===== src/design/compound_text_encoder_assert.svh =====
// ----------------------------------------------------------------------------
// Compound text encoder assertion macros
// Clocked concurrent assertion wrappers; ASSERT_OFF compiles them away.
// ----------------------------------------------------------------------------
`ifndef COMPOUND_TEXT_ENCODER_ASSERT_SVH
`define COMPOUND_TEXT_ENCODER_ASSERT_SVH

`ifndef ASSERT_OFF

// Checked at every rising clock edge outside reset.
`define CTE_ASSERT(label, prop, msg) \
   label: assert property (@(posedge clock) disable iff (reset) prop) else $error(msg);

// Checked at every rising clock edge, reset included.
`define CTE_ASSERT_ALWAYS(label, prop, msg) \
   label: assert property (@(posedge clock) prop) else $error(msg);

`else

`define CTE_ASSERT(label, prop, msg)
`define CTE_ASSERT_ALWAYS(label, prop, msg)

`endif

`endif


===== src/design/cte_pkg.sv =====
// ----------------------------------------------------------------------------
// Compound text encoder package
// Shared types, codes and prefix tables of the compound text encoder.
// ----------------------------------------------------------------------------
`default_nettype none

package cte_pkg;

   // Operation codes.
   localparam logic OP_ENCODE = 1'b0;
   localparam logic OP_REINIT = 1'b1;

   // Character class codes.
   localparam logic [3:0] CLS_94SB   = 4'd0;
   localparam logic [3:0] CLS_94MB   = 4'd1;
   localparam logic [3:0] CLS_96SB   = 4'd2;
   localparam logic [3:0] CLS_96MB   = 4'd3;
   localparam logic [3:0] CLS_BIG5   = 4'd4;
   localparam logic [3:0] CLS_HKSCS  = 4'd5;
   localparam logic [3:0] CLS_GBK    = 4'd6;
   localparam logic [3:0] CLS_ISCII  = 4'd7;
   localparam logic [3:0] CLS_KOI8R  = 4'd8;
   localparam logic [3:0] CLS_KOI8U  = 4'd9;
   localparam logic [3:0] CLS_VISCII = 4'd10;

   // Designations: bits 9..8 tag, bits 7..0 final byte.
   localparam logic [9:0] DESIG_BIG5 = 10'h200;
   localparam logic [9:0] G0_RESET   = 10'h042;
   localparam logic [9:0] G1_RESET   = 10'h041;

   localparam logic [7:0] ESC_BYTE    = 8'h1B;
   localparam logic [7:0] DOLLAR_BYTE = 8'h24;
   localparam logic [7:0] G0_INTER    = 8'h28;
   localparam logic [7:0] G1_INTER    = 8'h2D;

   // Largest number of bytes one item produces.
   localparam int MAX_BYTES = 24;
   localparam int CNT_W     = $clog2(MAX_BYTES + 1);

   // Header that goes in front of the code bytes.
   typedef enum logic [3:0] {
      HDR_NONE,
      HDR_G0_SB,
      HDR_G0_MB,
      HDR_G1_SB,
      HDR_G1_MB,
      HDR_BIG5,
      HDR_BIG5_OLD,
      HDR_GBK,
      HDR_ISCII,
      HDR_KOI8R,
      HDR_KOI8U,
      HDR_VISCII
   } hdr_type;

   // One input word as held in the input register.
   typedef struct packed {
      logic       op;
      logic [3:0] cls;
      logic [7:0] fin;
      logic [1:0] sz;
      logic [7:0] b0;
      logic [7:0] b1;
   } item_type;

   // One decoded job handed from the decoder to the emitter.
   typedef struct packed {
      hdr_type          hdr;
      logic [7:0]       fin;
      logic [CNT_W-1:0] hdr_len;
      logic [CNT_W-1:0] total;
      logic [7:0]       b0;
      logic [7:0]       b1;
   } job_type;

   typedef logic [7:0] byte_tab_type [MAX_BYTES];

   localparam byte_tab_type PFX_BIG5 = '{
      8'h1B, 8'h25, 8'h2F, 8'h32, 8'h80, 8'h89, 8'h62, 8'h69,
      8'h67, 8'h35, 8'h2D, 8'h30, 8'h02, 8'h00, 8'h00, 8'h00,
      8'h00, 8'h00, 8'h00, 8'h00, 8'h00, 8'h00, 8'h00, 8'h00};

   // Old-server form names the encoding twice.
   localparam byte_tab_type PFX_BIG5_OLD = '{
      8'h1B, 8'h25, 8'h2F, 8'h32, 8'h80, 8'h89, 8'h42, 8'h49,
      8'h47, 8'h35, 8'h2D, 8'h30, 8'h02, 8'h80, 8'h89, 8'h42,
      8'h49, 8'h47, 8'h35, 8'h2D, 8'h30, 8'h02, 8'h00, 8'h00};

   localparam byte_tab_type PFX_GBK = '{
      8'h1B, 8'h25, 8'h2F, 8'h32, 8'h80, 8'h88, 8'h67, 8'h62,
      8'h6B, 8'h2D, 8'h30, 8'h02, 8'h00, 8'h00, 8'h00, 8'h00,
      8'h00, 8'h00, 8'h00, 8'h00, 8'h00, 8'h00, 8'h00, 8'h00};

   localparam byte_tab_type PFX_ISCII = '{
      8'h1B, 8'h25, 8'h2F, 8'h31, 8'h80, 8'h8B, 8'h69, 8'h73,
      8'h63, 8'h69, 8'h69, 8'h2D, 8'h64, 8'h65, 8'h76, 8'h02,
      8'h00, 8'h00, 8'h00, 8'h00, 8'h00, 8'h00, 8'h00, 8'h00};

   localparam byte_tab_type PFX_KOI8R = '{
      8'h1B, 8'h25, 8'h2F, 8'h31, 8'h80, 8'h88, 8'h6B, 8'h6F,
      8'h69, 8'h38, 8'h2D, 8'h72, 8'h02, 8'h00, 8'h00, 8'h00,
      8'h00, 8'h00, 8'h00, 8'h00, 8'h00, 8'h00, 8'h00, 8'h00};

   localparam byte_tab_type PFX_KOI8U = '{
      8'h1B, 8'h25, 8'h2F, 8'h31, 8'h80, 8'h88, 8'h6B, 8'h6F,
      8'h69, 8'h38, 8'h2D, 8'h75, 8'h02, 8'h00, 8'h00, 8'h00,
      8'h00, 8'h00, 8'h00, 8'h00, 8'h00, 8'h00, 8'h00, 8'h00};

   localparam byte_tab_type PFX_VISCII = '{
      8'h1B, 8'h25, 8'h2F, 8'h31, 8'h80, 8'h8D, 8'h76, 8'h69,
      8'h73, 8'h63, 8'h69, 8'h69, 8'h31, 8'h2E, 8'h31, 8'h2D,
      8'h31, 8'h02, 8'h00, 8'h00, 8'h00, 8'h00, 8'h00, 8'h00};

   // Number of header bytes for each header kind.
   function automatic logic [CNT_W-1:0] hdr_len(input hdr_type hdr);
      logic [CNT_W-1:0] len;
      case (hdr)
         HDR_NONE:     len = CNT_W'(0);
         HDR_G0_SB:    len = CNT_W'(3);
         HDR_G0_MB:    len = CNT_W'(4);
         HDR_G1_SB:    len = CNT_W'(3);
         HDR_G1_MB:    len = CNT_W'(4);
         HDR_BIG5:     len = CNT_W'(13);
         HDR_BIG5_OLD: len = CNT_W'(22);
         HDR_GBK:      len = CNT_W'(12);
         HDR_ISCII:    len = CNT_W'(16);
         HDR_KOI8R:    len = CNT_W'(13);
         HDR_KOI8U:    len = CNT_W'(13);
         HDR_VISCII:   len = CNT_W'(18);
         default:      len = CNT_W'(0);
      endcase
      return len;
   endfunction

   // Header byte at position idx; fin is the final byte of a designation.
   function automatic logic [7:0] hdr_byte(input hdr_type hdr,
                                           input logic [CNT_W-1:0] idx,
                                           input logic [7:0] fin);
      logic [7:0] b;
      case (hdr)
         HDR_G0_SB, HDR_G1_SB: begin
            if (idx == CNT_W'(0)) begin
               b = ESC_BYTE;
            end else if (idx == CNT_W'(1)) begin
               b = (hdr == HDR_G0_SB) ? G0_INTER : G1_INTER;
            end else begin
               b = fin;
            end
         end
         HDR_G0_MB, HDR_G1_MB: begin
            if (idx == CNT_W'(0)) begin
               b = ESC_BYTE;
            end else if (idx == CNT_W'(1)) begin
               b = DOLLAR_BYTE;
            end else if (idx == CNT_W'(2)) begin
               b = (hdr == HDR_G0_MB) ? G0_INTER : G1_INTER;
            end else begin
               b = fin;
            end
         end
         HDR_BIG5:     b = PFX_BIG5[idx];
         HDR_BIG5_OLD: b = PFX_BIG5_OLD[idx];
         HDR_GBK:      b = PFX_GBK[idx];
         HDR_ISCII:    b = PFX_ISCII[idx];
         HDR_KOI8R:    b = PFX_KOI8R[idx];
         HDR_KOI8U:    b = PFX_KOI8U[idx];
         HDR_VISCII:   b = PFX_VISCII[idx];
         default:      b = 8'h00;
      endcase
      return b;
   endfunction

endpackage

`default_nettype wire


===== src/design/compound_text_encoder.sv =====
// ----------------------------------------------------------------------------
// Compound text encoder
// Encodes classified characters into compound text bytes, with designation
// escapes and extended-segment prefixes.
//
//   Channel  Direction  Handshake              Payload
//   req      in         req_tvalid/req_tready  tuser: op, class; tdata: char
//   rsp      out        rsp_tvalid/rsp_tready  tdata: byte; tlast: last byte
//   csr      in         csr_valid/csr_ready    csr_data: Big5 old-server mode
//
// An item passes the input register and then the emitter, which sends its bytes
// (1 to 24) one at a time; the emitter's single byte path sets the rate, so
// one-byte characters run at one item per cycle while rsp is not stalled.
// Reinitialize and unsupported items produce no bytes and skip the emitter.
// The first byte goes through the input, job and output registers.
// Reset is synchronous and restores G0 to ASCII, G1 to Latin-1, mode to 0.
// A stalled rsp holds its word while the emitter and input register fill up.
// ----------------------------------------------------------------------------
`default_nettype none

module compound_text_encoder
   import cte_pkg::*;
(
   input  wire logic        clock,
   input  wire logic        reset,
   // Input character words.
   input  wire logic        req_tvalid,
   output logic             req_tready,
   input  wire logic [31:0] req_tdata,  // final_byte, char_size, code_byte_0, code_byte_1
   input  wire logic [4:0]  req_tuser,  // operation, char_class
   // Output bytes.
   output logic             rsp_tvalid,
   input  wire logic        rsp_tready,
   output logic [7:0]       rsp_tdata,  // out_byte
   output logic             rsp_tlast,
   // Configuration register write.
   input  wire logic        csr_valid,
   output logic             csr_ready,
   input  wire logic        csr_data
);

   item_type item;
   job_type  job;
   logic     job_valid;
   logic     job_ready;

   // Unpack the input word.
   always_comb begin
      item.op  = req_tuser[0];
      item.cls = req_tuser[4:1];
      item.fin = req_tdata[7:0];
      item.sz  = req_tdata[9:8];
      item.b0  = req_tdata[17:10];
      item.b1  = req_tdata[25:18];
   end

   assign csr_ready = 1'b1;

   cte_decode u_decode (
      .clock      (clock),
      .reset      (reset),
      .csr_valid  (csr_valid),
      .csr_data   (csr_data),
      .item_valid (req_tvalid),
      .item_ready (req_tready),
      .item       (item),
      .job_valid  (job_valid),
      .job_ready  (job_ready),
      .job        (job)
   );

   cte_emit u_emit (
      .clock      (clock),
      .reset      (reset),
      .job_valid  (job_valid),
      .job_ready  (job_ready),
      .job        (job),
      .rsp_tvalid (rsp_tvalid),
      .rsp_tready (rsp_tready),
      .rsp_tdata  (rsp_tdata),
      .rsp_tlast  (rsp_tlast)
   );

endmodule

`default_nettype wire


===== src/design/cte_decode.sv =====
// ----------------------------------------------------------------------------
// Compound text decoder stage
// Holds the input word and the G0/G1 designations, and turns each supported
// character into a job: a header kind plus the code bytes to send.
// ----------------------------------------------------------------------------
`default_nettype none

module cte_decode
   import cte_pkg::*;
(
   input  wire logic     clock,
   input  wire logic     reset,
   input  wire logic     csr_valid,
   input  wire logic     csr_data,
   input  wire logic     item_valid,
   output logic          item_ready,
   input  wire item_type item,
   output logic          job_valid,
   input  wire logic     job_ready,
   output job_type       job
);

   logic       in_valid_ff, in_valid_in;
   item_type   in_ff;
   logic       mode_ff;
   logic [9:0] g0_ff, g0_in;
   logic [9:0] g1_ff, g1_in;
   logic       no_out;
   logic       in_go;
   hdr_type    hdr;
   logic [1:0] nbytes;
   logic [7:0] gr;
   logic [9:0] desig;
   logic [9:0] cur;

   // Work out the header, code bytes and new designations of the held word.
   always_comb begin
      no_out = 1'b0;
      hdr    = HDR_NONE;
      nbytes = 2'd1;
      gr     = 8'h00;
      g0_in  = g0_ff;
      g1_in  = g1_ff;
      desig  = {1'b0, in_ff.cls[0], in_ff.fin};
      cur    = in_ff.cls[1] ? g1_ff : g0_ff;
      if (in_ff.op == OP_REINIT) begin
         no_out = 1'b1;
         g0_in  = G0_RESET;
         g1_in  = G1_RESET;
      end else begin
         case (in_ff.cls)
            CLS_94SB, CLS_94MB, CLS_96SB, CLS_96MB: begin
               nbytes = in_ff.sz[1] ? 2'd2 : 2'd1;
               gr     = {in_ff.cls[1], 7'b0};
               if (cur != desig) begin
                  if (in_ff.cls[1]) begin
                     hdr   = in_ff.cls[0] ? HDR_G1_MB : HDR_G1_SB;
                     g1_in = desig;
                  end else begin
                     hdr   = in_ff.cls[0] ? HDR_G0_MB : HDR_G0_SB;
                     g0_in = desig;
                  end
               end
            end
            CLS_BIG5, CLS_HKSCS: begin
               nbytes = 2'd2;
               if (mode_ff) begin
                  hdr   = HDR_BIG5_OLD;
                  g0_in = DESIG_BIG5;
                  g1_in = DESIG_BIG5;
               end else begin
                  hdr = HDR_BIG5;
               end
            end
            CLS_GBK: begin
               nbytes = 2'd2;
               hdr    = HDR_GBK;
            end
            CLS_ISCII:  hdr = HDR_ISCII;
            CLS_KOI8R:  hdr = HDR_KOI8R;
            CLS_KOI8U:  hdr = HDR_KOI8U;
            CLS_VISCII: hdr = HDR_VISCII;
            default:    no_out = 1'b1;
         endcase
      end
   end

   // Job toward the emitter.
   always_comb begin
      job.hdr     = hdr;
      job.fin     = in_ff.fin;
      job.hdr_len = hdr_len(hdr);
      job.total   = hdr_len(hdr) + CNT_W'(nbytes);
      job.b0      = in_ff.b0 | gr;
      job.b1      = in_ff.b1 | gr;
   end

   // A word leaves at once when it sends nothing, else when the emitter takes it.
   assign job_valid   = in_valid_ff && !no_out;
   assign in_go       = in_valid_ff && (no_out || job_ready);
   assign item_ready  = !in_valid_ff || in_go;
   assign in_valid_in = item_valid || (in_valid_ff && !in_go);

   // Control state, designations and mode register.
   always_ff @(posedge clock) begin
      if (reset) begin
         in_valid_ff <= 1'b0;
         mode_ff     <= 1'b0;
         g0_ff       <= G0_RESET;
         g1_ff       <= G1_RESET;
      end else begin
         in_valid_ff <= item_ready ? item_valid : in_valid_in;
         if (csr_valid) begin
            mode_ff <= csr_data;
         end
         if (in_go) begin
            g0_ff <= g0_in;
            g1_ff <= g1_in;
         end
      end
   end

   // Input word register.
   always_ff @(posedge clock) begin
      if (item_valid && item_ready) begin
         in_ff <= item;
      end
   end

endmodule

`default_nettype wire


===== src/design/cte_emit.sv =====
// ----------------------------------------------------------------------------
// Compound text byte emitter
// Steps through the header and code bytes of one job, one byte per cycle while
// rsp is not stalled, into the output register.
// ----------------------------------------------------------------------------
`default_nettype none

`include "compound_text_encoder_assert.svh"

module cte_emit
   import cte_pkg::*;
(
   input  wire logic    clock,
   input  wire logic    reset,
   input  wire logic    job_valid,
   output logic         job_ready,
   input  wire job_type job,
   output logic         rsp_tvalid,
   input  wire logic    rsp_tready,
   output logic [7:0]   rsp_tdata,
   output logic         rsp_tlast
);

   logic             job_valid_ff;
   job_type          job_ff;
   logic [CNT_W-1:0] idx_ff;
   logic             rsp_valid_ff;
   logic [7:0]       rsp_data_ff, rsp_data_in;
   logic             rsp_last_ff;
   logic             emit_adv;
   logic             emit_last;
   logic             job_load;

   assign emit_adv  = job_valid_ff && (!rsp_valid_ff || rsp_tready);
   assign emit_last = idx_ff == (job_ff.total - CNT_W'(1));
   assign job_ready = !job_valid_ff || (emit_adv && emit_last);
   assign job_load  = job_valid && job_ready;

   // Byte at the current position: header, then first and second code byte.
   always_comb begin
      if (idx_ff < job_ff.hdr_len) begin
         rsp_data_in = hdr_byte(job_ff.hdr, idx_ff, job_ff.fin);
      end else if (idx_ff == job_ff.hdr_len) begin
         rsp_data_in = job_ff.b0;
      end else begin
         rsp_data_in = job_ff.b1;
      end
   end

   // Control state.
   always_ff @(posedge clock) begin
      if (reset) begin
         job_valid_ff <= 1'b0;
         rsp_valid_ff <= 1'b0;
      end else begin
         if (job_ready) begin
            job_valid_ff <= job_valid;
         end
         if (emit_adv) begin
            rsp_valid_ff <= 1'b1;
         end else if (rsp_tready) begin
            rsp_valid_ff <= 1'b0;
         end
      end
   end

   // Job register, byte position and output word.
   always_ff @(posedge clock) begin
      if (job_load) begin
         job_ff <= job;
         idx_ff <= '0;
      end else if (emit_adv) begin
         idx_ff <= idx_ff + CNT_W'(1);
      end
      if (emit_adv) begin
         rsp_data_ff <= rsp_data_in;
         rsp_last_ff <= emit_last;
      end
   end

   assign rsp_tvalid = rsp_valid_ff;
   assign rsp_tdata  = rsp_data_ff;
   assign rsp_tlast  = rsp_last_ff;

   `CTE_ASSERT(a_idx_in_range, job_valid_ff |-> (idx_ff < job_ff.total), "index past end")
   `CTE_ASSERT(a_code_byte_sent, job_valid_ff |-> (job_ff.hdr_len < job_ff.total), "no code byte")
   `CTE_ASSERT(a_job_retires, (emit_adv && emit_last && !job_valid) |=> !job_valid_ff,
               "finished job still held")
   `CTE_ASSERT_ALWAYS(a_reset_idle, reset |=> (!job_valid_ff && !rsp_valid_ff), "busy after reset")

endmodule

`default_nettype wire


===== config.mk =====
export PLATFORM = sky130hd
export DESIGN_NAME = compound_text_encoder
export DESIGN_NICKNAME = d
export VERILOG_FILES = /design/src/design/cte_pkg.sv /design/src/design/compound_text_encoder.sv /design/src/design/cte_decode.sv /design/src/design/cte_emit.sv
export VERILOG_INCLUDE_DIRS = /design/src /design/src/design
export SDC_FILE = /design/constraint.sdc
export NUM_CORES = 1
export LEC_CHECK = 0
export BUFFER_PORTS_ARGS = -buffer_cell sky130_fd_sc_hd__buf_2
export CORE_UTILIZATION = 60
export DETAILED_ROUTE_END_ITERATION = 7
export PLACE_DENSITY = 0.8
export SLEW_MARGIN = 20
export SYNTH_ARGS = -nofsm -noshare
export SYNTH_HDL_FRONTEND = slang
export SYNTH_SLANG_ARGS = --single-unit
export TNS_END_PERCENT = 5

===== constraint.sdc =====
create_clock -name clock -period 5.6 [get_ports clock]
set_input_delay 1.4 -clock clock [delete_from_list [all_inputs] [get_ports clock]]
set_output_delay 1.4 -clock clock [all_outputs]
set_load 0.1 [all_outputs]

==> out/metrics.cfg, run 1 <==
[finish]
nFillCells=800
fin_area_mm2=0.00677
nNetsFinal=703
drive_gt1_frac=0.150
antenna_cells=0
area_delta_synth_final_pct=8.70

[synthesis]
avgSynthCellArea_um2=10.2
ys_ff_latch=106
synth.top_cell.area_share=0.371
ys_seq_area_frac=0.465
syn_inst=609
synth_flop_cell=edfxtp_1
synth_common_cells=edfxtp_1, a21oi_1, nor2_1
ys_types=81
netlist_area_mm2=0.00623
synthesis.nets=678
synth_area_leader_cell=edfxtp_1
synthTopCellsByArea=edfxtp_1, dfxtp_1, ha_1
synth_most_common_cell=edfxtp_1
yosys_warnings=0
synthArstFlopShare=0
synth_edf_count=77

[detailed_routing]
drt-initial-drc-count=315
drc_errors=0
wirelength_mm=14.1
postRouteAntennaNets=0
dr_total_vias=4884
avgViaCountPerCell=6.33
wl_per_cell_um=18.3
firstDrtPassIters=5

[setup_path]
rrSetupSlack_ns=0.57
worstRegToRegCells=16
r2r-end=u_emit.job_ff[20]$_DFFE_PP_
crit_buf_inv=3
crit_chain=inv_2, ha_1, nor4_1, or3_1, a311oi_2, o21ai_2, inv_1, ha_1, or3_4, a22oi_1, ha_1, inv_1, fa_1, or2_2, o32ai_2, xor2_1
cp_top_family=simple AND/OR/NAND/NOR gates
worst-setup-path-type=register to register
max_stage_delay_ns=0.87
path_common_cell=ha_1
cp.required_ns=5.73
worst_path_max_delay_cell=edfxtp_1
cp.arrival_ns=5.17
critPathMaxFanout=14
endpoint_kind=register
cp-start-kind=register
r2r-start=u_decode.in_ff[27]$_DFFE_PP_

[floorplanning]
ioPinCount=55
die_x_um=104
num_rows=36
initial_utilization=0.628
dieArea_mm2=0.0108
core-area_mm2=0.00991
die_h_um=104

[placement]
dpl_cell_area_mm2=0.00653
io_buffers=46
place_congestion=0.912
hpwl_mm=9.85

[clock_tree]
cts-hold-fix-buffers=0
cts_tree=yes
clock_path_buffers=2
cts.sinks=106
cts-root-buf=clkbuf_8
cts_made_buffers=9
htreeDepth=3
ctsResizeCount=0
clkLatencyLatePin_ns=0.38
post_cts_buffers=0
path_clk_slew_ns=0.12

[timing]
fin_setup_tns_ns=0
setup_viol=0
clock_skew_ns=0.0157
worstMarginPinSlew_ns=1.07
finalHoldViolCount=0
relSlewSlack=0.282
fmaxAchievable_mhz=199
final_max_slew_viol_count=0
finalCriticalPeriod_ns=5.03
rsz0062_at_grt=no
post-route-period-util=0.899

[grt]
antenna_found_initial=0
track_usage=0.271
grt_max_degree=46
gr-total-overflow=0
grt_pass1_vias=4752
grt_pass1_wl_mm=23.4

[pwr]
seqPwrFrac=0.468
p_sw_mw=0.739
cellPowerDensity_mw_per_mm2=298
internal_power_mw=1.28
clkPwrFrac=0.233
ir_worst_vdd_uv=270
switching_share=0.366
power_frac_comb=0.299
p_leak_nw=2.49

[worst_hold_path]
hp-class=register to register
hold_depth=0
hold_start=u_decode.in_ff[14]$_DFFE_PP_
holdPathEnd=u_emit.job_ff[14]$_DFFE_PP_

[run]
drv_cap=0

[status]
status=complete, no violations

state kept, by name, indices dropped and copies added (netlist names):
signal	count
u_decode.in_ff	21
u_decode.g1_ff	10
u_decode.g0_ff	10
u_emit.idx_ff	5
u_decode.in_valid_ff	1
u_decode.mode_ff	1
u_emit.job_valid_ff	1
u_decode.desig	1
u_emit.job_ff	38
u_emit.rsp_tdata	8
u_emit.rsp_tlast	1
u_emit.rsp_tvalid	1
u_decode.job	8
logic make-up (layout without fill, tap and decap cells):
| group | Yosys count | count (layout) | synth area share |
|---|---|---|---|
| AOI/OAI and AO/OA | 191 | 191 | 0.219 |
| and+or+nand+nor | 171 | 171 | 0.146 |
| DFF | 106 | 106 | 0.465 |
| buffers and inverters | 66 | 96 | 0.0428 |
| muxes | 27 | 27 | 0.0436 |
| adders and majority gates | 26 | 26 | 0.0535 |
| xor gates and xnor gates | 21 | 21 | 0.0295 |
| other | 1 | 1 | 0.000602 |
worst max path at each step:
| stage | startpoint | to | slack, ns | cells past startpoint |
|---|---|---|---|---|
| after floorplan | u_decode.in_ff[27]$_DFFE_PP_ | u_emit.job_ff[20]$_DFFE_PP_ | 1.24 | 17 |
| after global placement | u_decode.in_ff[27]$_DFFE_PP_ | u_emit.job_ff[20]$_DFFE_PP_ | 0.80 | 16 |
| after detailed placement | u_decode.in_ff[27]$_DFFE_PP_ | u_emit.job_ff[20]$_DFFE_PP_ | 0.65 | 16 |
| after CTS | u_decode.in_ff[27]$_DFFE_PP_ | u_emit.job_ff[20]$_DFFE_PP_ | 0.62 | 16 |
| after global routing | u_decode.in_ff[27]$_DFFE_PP_ | u_emit.job_ff[20]$_DFFE_PP_ | 0.26 | 16 |
| final | u_decode.in_ff[27]$_DFFE_PP_ | u_emit.job_ff[20]$_DFFE_PP_ | 0.57 | 16 |
per-layer routing:
metal / global-route usage / up-vias / share of wire
met2: 0.449 / 189 / 0.49
li1: - / 2354 / -
met5: 0 / - / 0
met4: 0.100 / 0 / 0.020
met3: 0.0470 / 23 / 0.058
met1: 0.356 / 2318 / 0.43
metrics by stage:
| step | total power [mW] | worst slack, ns | hold slack [ns] | cells | util |
|---|---|---|---|---|---|
| after global placement | 1.53 | 0.798 | 0.402 | 755 | 0.658 |
| after CTS | 2.01 | 0.623 | 0.433 | 771 | 0.680 |
| after detailed placement | 1.55 | 0.655 | 0.405 | 755 | 0.658 |
| final | 2.02 | 0.567 | 0.432 | 772 | 0.683 |
| after global routing | 2.13 | 0.259 | 0.442 | 772 | 0.683 |
| after floorplan | 1.40 | 1.24 | 0.400 | 609 | - |
power groups by stage:
stage | registers [mW] | clock network [mW] | logic (mW)
finish | 0.944 | 0.471 | 0.603
global route | 0.950 | 0.509 | 0.670
CTS | 0.944 | 0.480 | 0.590
detailed placement | 0.962 | 0 | 0.588
global placement | 0.959 | 0 | 0.571
floorplan | 0.946 | 0 | 0.458
layout by cell type, fill, tap and decap left out, types with 3 or more instances in the layout:
cell       count
edfxtp_1      77
buf_2         46
a21oi_1       43
nor2_1        40
nand2_1       36
dfxtp_1       29
mux2i_1       26
o21ai_0       25
inv_1         25
ha_1          25
nor3_1        21
nand3_1       15
a211oi_1      15
a22o_1        15
nor2b_1       12
o22ai_1       12
xnor2_1       11
nand2b_1      10
xor2_1        10
clkbuf_8       9
a31oi_1        8
a22oi_1        7
o211ai_1       7
a2111oi_0      7
buf_4          6
a21o_1         5
o21a_1         5
or3_1          5
nor4_1         4
or2_2          4
clkinv_8       4
o21bai_1       3
o31a_1         3
nand4_1        3
final cells by class:
cell class,instances,area [um2],area share
Multi-Input combinational cell,437,3090,0.456
Clock buffer,9,124,0.0183
Timing Repair Buffer,53,303,0.0447
Tap cell,133,166,0.0246
Clock inverter,7,91.3,0.0135
Sequential cell,106,2890,0.427
Inverter,27,101,0.0150
Power figures use the tool's default switching activity.
==> run 2: changes to the inputs <==
==> constraint.sdc (replaced) <==
create_clock -name clock -period 4.8 [get_ports clock]
set_input_delay 1.2 -clock clock [delete_from_list [all_inputs] [get_ports clock]]
set_output_delay 1.2 -clock clock [all_outputs]
set_load 0.1 [all_outputs]
==> run 2 against run 1 <==
Compared with the run above:
- global-route usage shrank 0.37 points
- register-to-register slack lost 0.39 ns
- core utilization rose by 0.24 points
- largest cell class unchanged
- critical path type unchanged
==> out/metrics.cfg, run 2 (same netlist as run 1, synthesis figures left out) <==
[finish]
regMostFlops=u_emit.job_ff  ; unchanged
regArea_mm2=0.00289  ; unchanged
reg_top3=u_emit.job_ff: 38 flops, u_decode.in_ff: 21 flops  ; unchanged
largest_register_ff_count=38  ; unchanged
nFillCells=777  ; was 800
final_util=0.685  ; was 0.683
area_delta_synth_final_pct=9.08  ; was 8.70%
mostFrequentLayoutCells=edfxtp_1, buf_2, a21oi_1  ; unchanged
layout_commonest_cell=edfxtp_1  ; unchanged
final_cells=777  ; was 772
multi_input_area_mm2=0.00309  ; about the same
antenna_cells=0  ; unchanged
nNetsFinal=708  ; was 703
drive_gt1_frac=0.160  ; was 0.150

[clock_tree]
cts-root-buf=clkbuf_8  ; unchanged
htreeDepth=3  ; unchanged
clock_path_buffers=2  ; unchanged
cts_tree=yes  ; unchanged
path_clk_slew_ns=0.11  ; was 0.12 ns
cts_made_buffers=9  ; unchanged
cts.sinks=106  ; unchanged
clkLatencyLatePin_ns=0.38  ; about the same

[setup_path]
cp-start-kind=register  ; unchanged
worst-setup-path-type=register to register  ; unchanged
cp.required_ns=4.93  ; was 5.73 ns
cp.arrival_ns=4.75  ; was 5.17 ns
r2r-start=u_decode.desig[8]$_DFFE_PP_  ; was u_decode.in_ff[27]$_DFFE_PP_
worst_path_max_delay_cell=fa_1  ; was edfxtp_1
r2r-end=u_emit.job_ff[20]$_DFFE_PP_  ; unchanged
endpoint_kind=register  ; unchanged
worstRegToRegCells=17  ; was 16
critPathMaxFanout=5  ; was 14
crit_chain=inv_1, ha_1, nor4_1, or3_1, a31oi_4, nand2_1, o21ai_0, nand2_1, ha_1, or3_4, a22oi_1, ha_1, inv_1, fa_1, or2_2, o32ai_2, xor2_1  ; was inv_2, ha_1, nor4_1, or3_1, a311oi_2, o21ai_2, inv_1, ha_1, or3_4, a22oi_1, ha_1, inv_1, fa_1, or2_2, o32ai_2, xor2_1
max_stage_delay_ns=0.48  ; was 0.87 ns
rrSetupSlack_ns=0.18  ; was 0.57 ns
path_common_cell=ha_1  ; unchanged

[floorplanning]
ioPinCount=55  ; unchanged
die_x_um=104  ; unchanged
dieArea_mm2=0.0108  ; unchanged
core-area_mm2=0.00991  ; unchanged
initial_utilization=0.628  ; unchanged
die_h_um=104  ; unchanged
num_rows=36  ; unchanged

[grt]
gr-usage-met2=0.435  ; was 0.449
grt_pass1_wl_mm=23.0  ; was 23.4 mm
grt_use_met1=0.357  ; was 0.356
gr-usage-met3=0.0407  ; was 0.0470
track_usage=0.267  ; was 0.271
busiest_layer=met2  ; unchanged
grt_pass1_vias=4603  ; was 4752
gr-total-overflow=0  ; unchanged
grt_max_degree=46  ; unchanged
antenna_found_initial=0  ; unchanged

[detailed_routing]
avgViaCountPerCell=6.38  ; was 6.33
firstDrtPassIters=5  ; unchanged
postRouteAntennaNets=0  ; unchanged
dr_total_vias=4954  ; was 4884
drc_errors=0  ; unchanged
wl_per_cell_um=18.0  ; was 18.3 um
wirelength_mm=14.0  ; was 14.1 mm
drt-initial-drc-count=396  ; was 315

[timing]
clock_skew_ns=0.00887  ; was 0.0157 ns
finalCriticalPeriod_ns=4.62  ; was 5.03 ns
final_max_slew_viol_count=0  ; unchanged
relSlewSlack=0.373  ; was 0.282
worstMarginPinSlew_ns=0.941  ; was 1.07 ns
setup_viol=0  ; unchanged
fin_setup_tns_ns=0  ; unchanged
finalHoldViolCount=0  ; unchanged
post-route-period-util=0.963  ; was 0.899
fmaxAchievable_mhz=216  ; was 199 MHz

[status]
status=complete, no violations  ; unchanged

[worst_hold_path]
holdPathEnd=u_emit.job_ff[5]$_DFFE_PP_  ; was u_emit.job_ff[14]$_DFFE_PP_
hp-class=register to register  ; unchanged
hold_start=u_decode.in_ff[5]$_DFFE_PP_  ; was u_decode.in_ff[14]$_DFFE_PP_
hold_depth=0  ; unchanged

[pwr]
ir_worst_vdd_uv=271  ; was 270 uV
cellPowerDensity_mw_per_mm2=346  ; was 298 mW/mm2
p_leak_nw=2.51  ; was 2.49 nW

[placement]
io_buffers=46  ; unchanged
place_congestion=0.934  ; was 0.912
dp.cells=758  ; was 755
hpwl_mm=9.85  ; about the same

[run]
drv_cap=0  ; unchanged

[run 2: report_power, final]
group | internal, mW | switching (mW) | total (mW)
sequential | 1.03 | 0.0680 | 1.10
combinational | 0.252 | 0.452 | 0.704
clock | 0.208 | 0.337 | 0.545
total | 1.49 | 0.857 | 2.35
[run 2: final cells by class]
cell class | instances | area share
tap | 133 | 0.0245
clock inverter | 7 | 0.0118
inverter | 27 | 0.0149
clock buffer | 9 | 0.0182
timing repair buffer | 58 | 0.0490
multi-input combinational | 437 | 0.456
sequential | 106 | 0.426
[run 2: worst max-delay path by stage]
stage | start | endpoint | slack, ns | cells after the start
6_report | u_decode.desig[8]$_DFFE_PP_ | u_emit.job_ff[20]$_DFFE_PP_ | 0.18 | 17
5_1_grt | u_decode.desig[8]$_DFFE_PP_ | u_emit.job_ff[20]$_DFFE_PP_ | -0.02 | 17
4_1_cts | u_decode.desig[8]$_DFFE_PP_ | u_emit.job_ff[20]$_DFFE_PP_ | 0.09 | 16
3_5_place_dp | u_decode.desig[8]$_DFFE_PP_ | u_emit.job_ff[20]$_DFFE_PP_ | 0.13 | 16
3_3_place_gp | u_decode.desig[8]$_DFFE_PP_ | u_emit.job_ff[20]$_DFFE_PP_ | 0.24 | 17
2_1_floorplan | u_decode.in_ff[27]$_DFFE_PP_ | u_emit.job_ff[20]$_DFFE_PP_ | 0.44 | 17
[run 2: routing by layer]
metal	vias up	routed length, um	part of all wire
met5	-	0	0
met4	0	444	0.032
met3	47	855	0.061
met2	206	6680	0.48
met1	2333	6020	0.43
li1	2368	-	-
[run 2: timing repair]
item | CTS | global route
hold buffers | 0 | 0
resized for setup | 0 | 2
setup endpoints to repair | 0 | 1
setup buffers | 0 | 2
[run 2: worst max-delay path, delay by kind of cell, from the launching register on]
family	cells	cell delay, ns
AOI/OAI and AO/OA	4	0.81
and+or+nand+nor	6	1.49
xor gates and xnor gates	1	0.09
buffers and inverters	2	0.23
DFF	1	0.46
adders and majority gates	4	1.30
[run 2: per-stage QoR]
stage | total power [mW] | hold WS [ns] | worst slack (ns) | area [um2]
3_3_place_gp | 1.79 | 0.401 | 0.235 | 6550
4_1_cts | 2.35 | 0.431 | 0.0907 | 6750
5_1_grt | 2.47 | 0.444 | -0.0156 | 6790
2_1_floorplan | 1.64 | 0.400 | 0.444 | 6230
3_5_place_dp | 1.80 | 0.405 | 0.129 | 6550
6_report | 2.35 | 0.428 | 0.180 | 6790
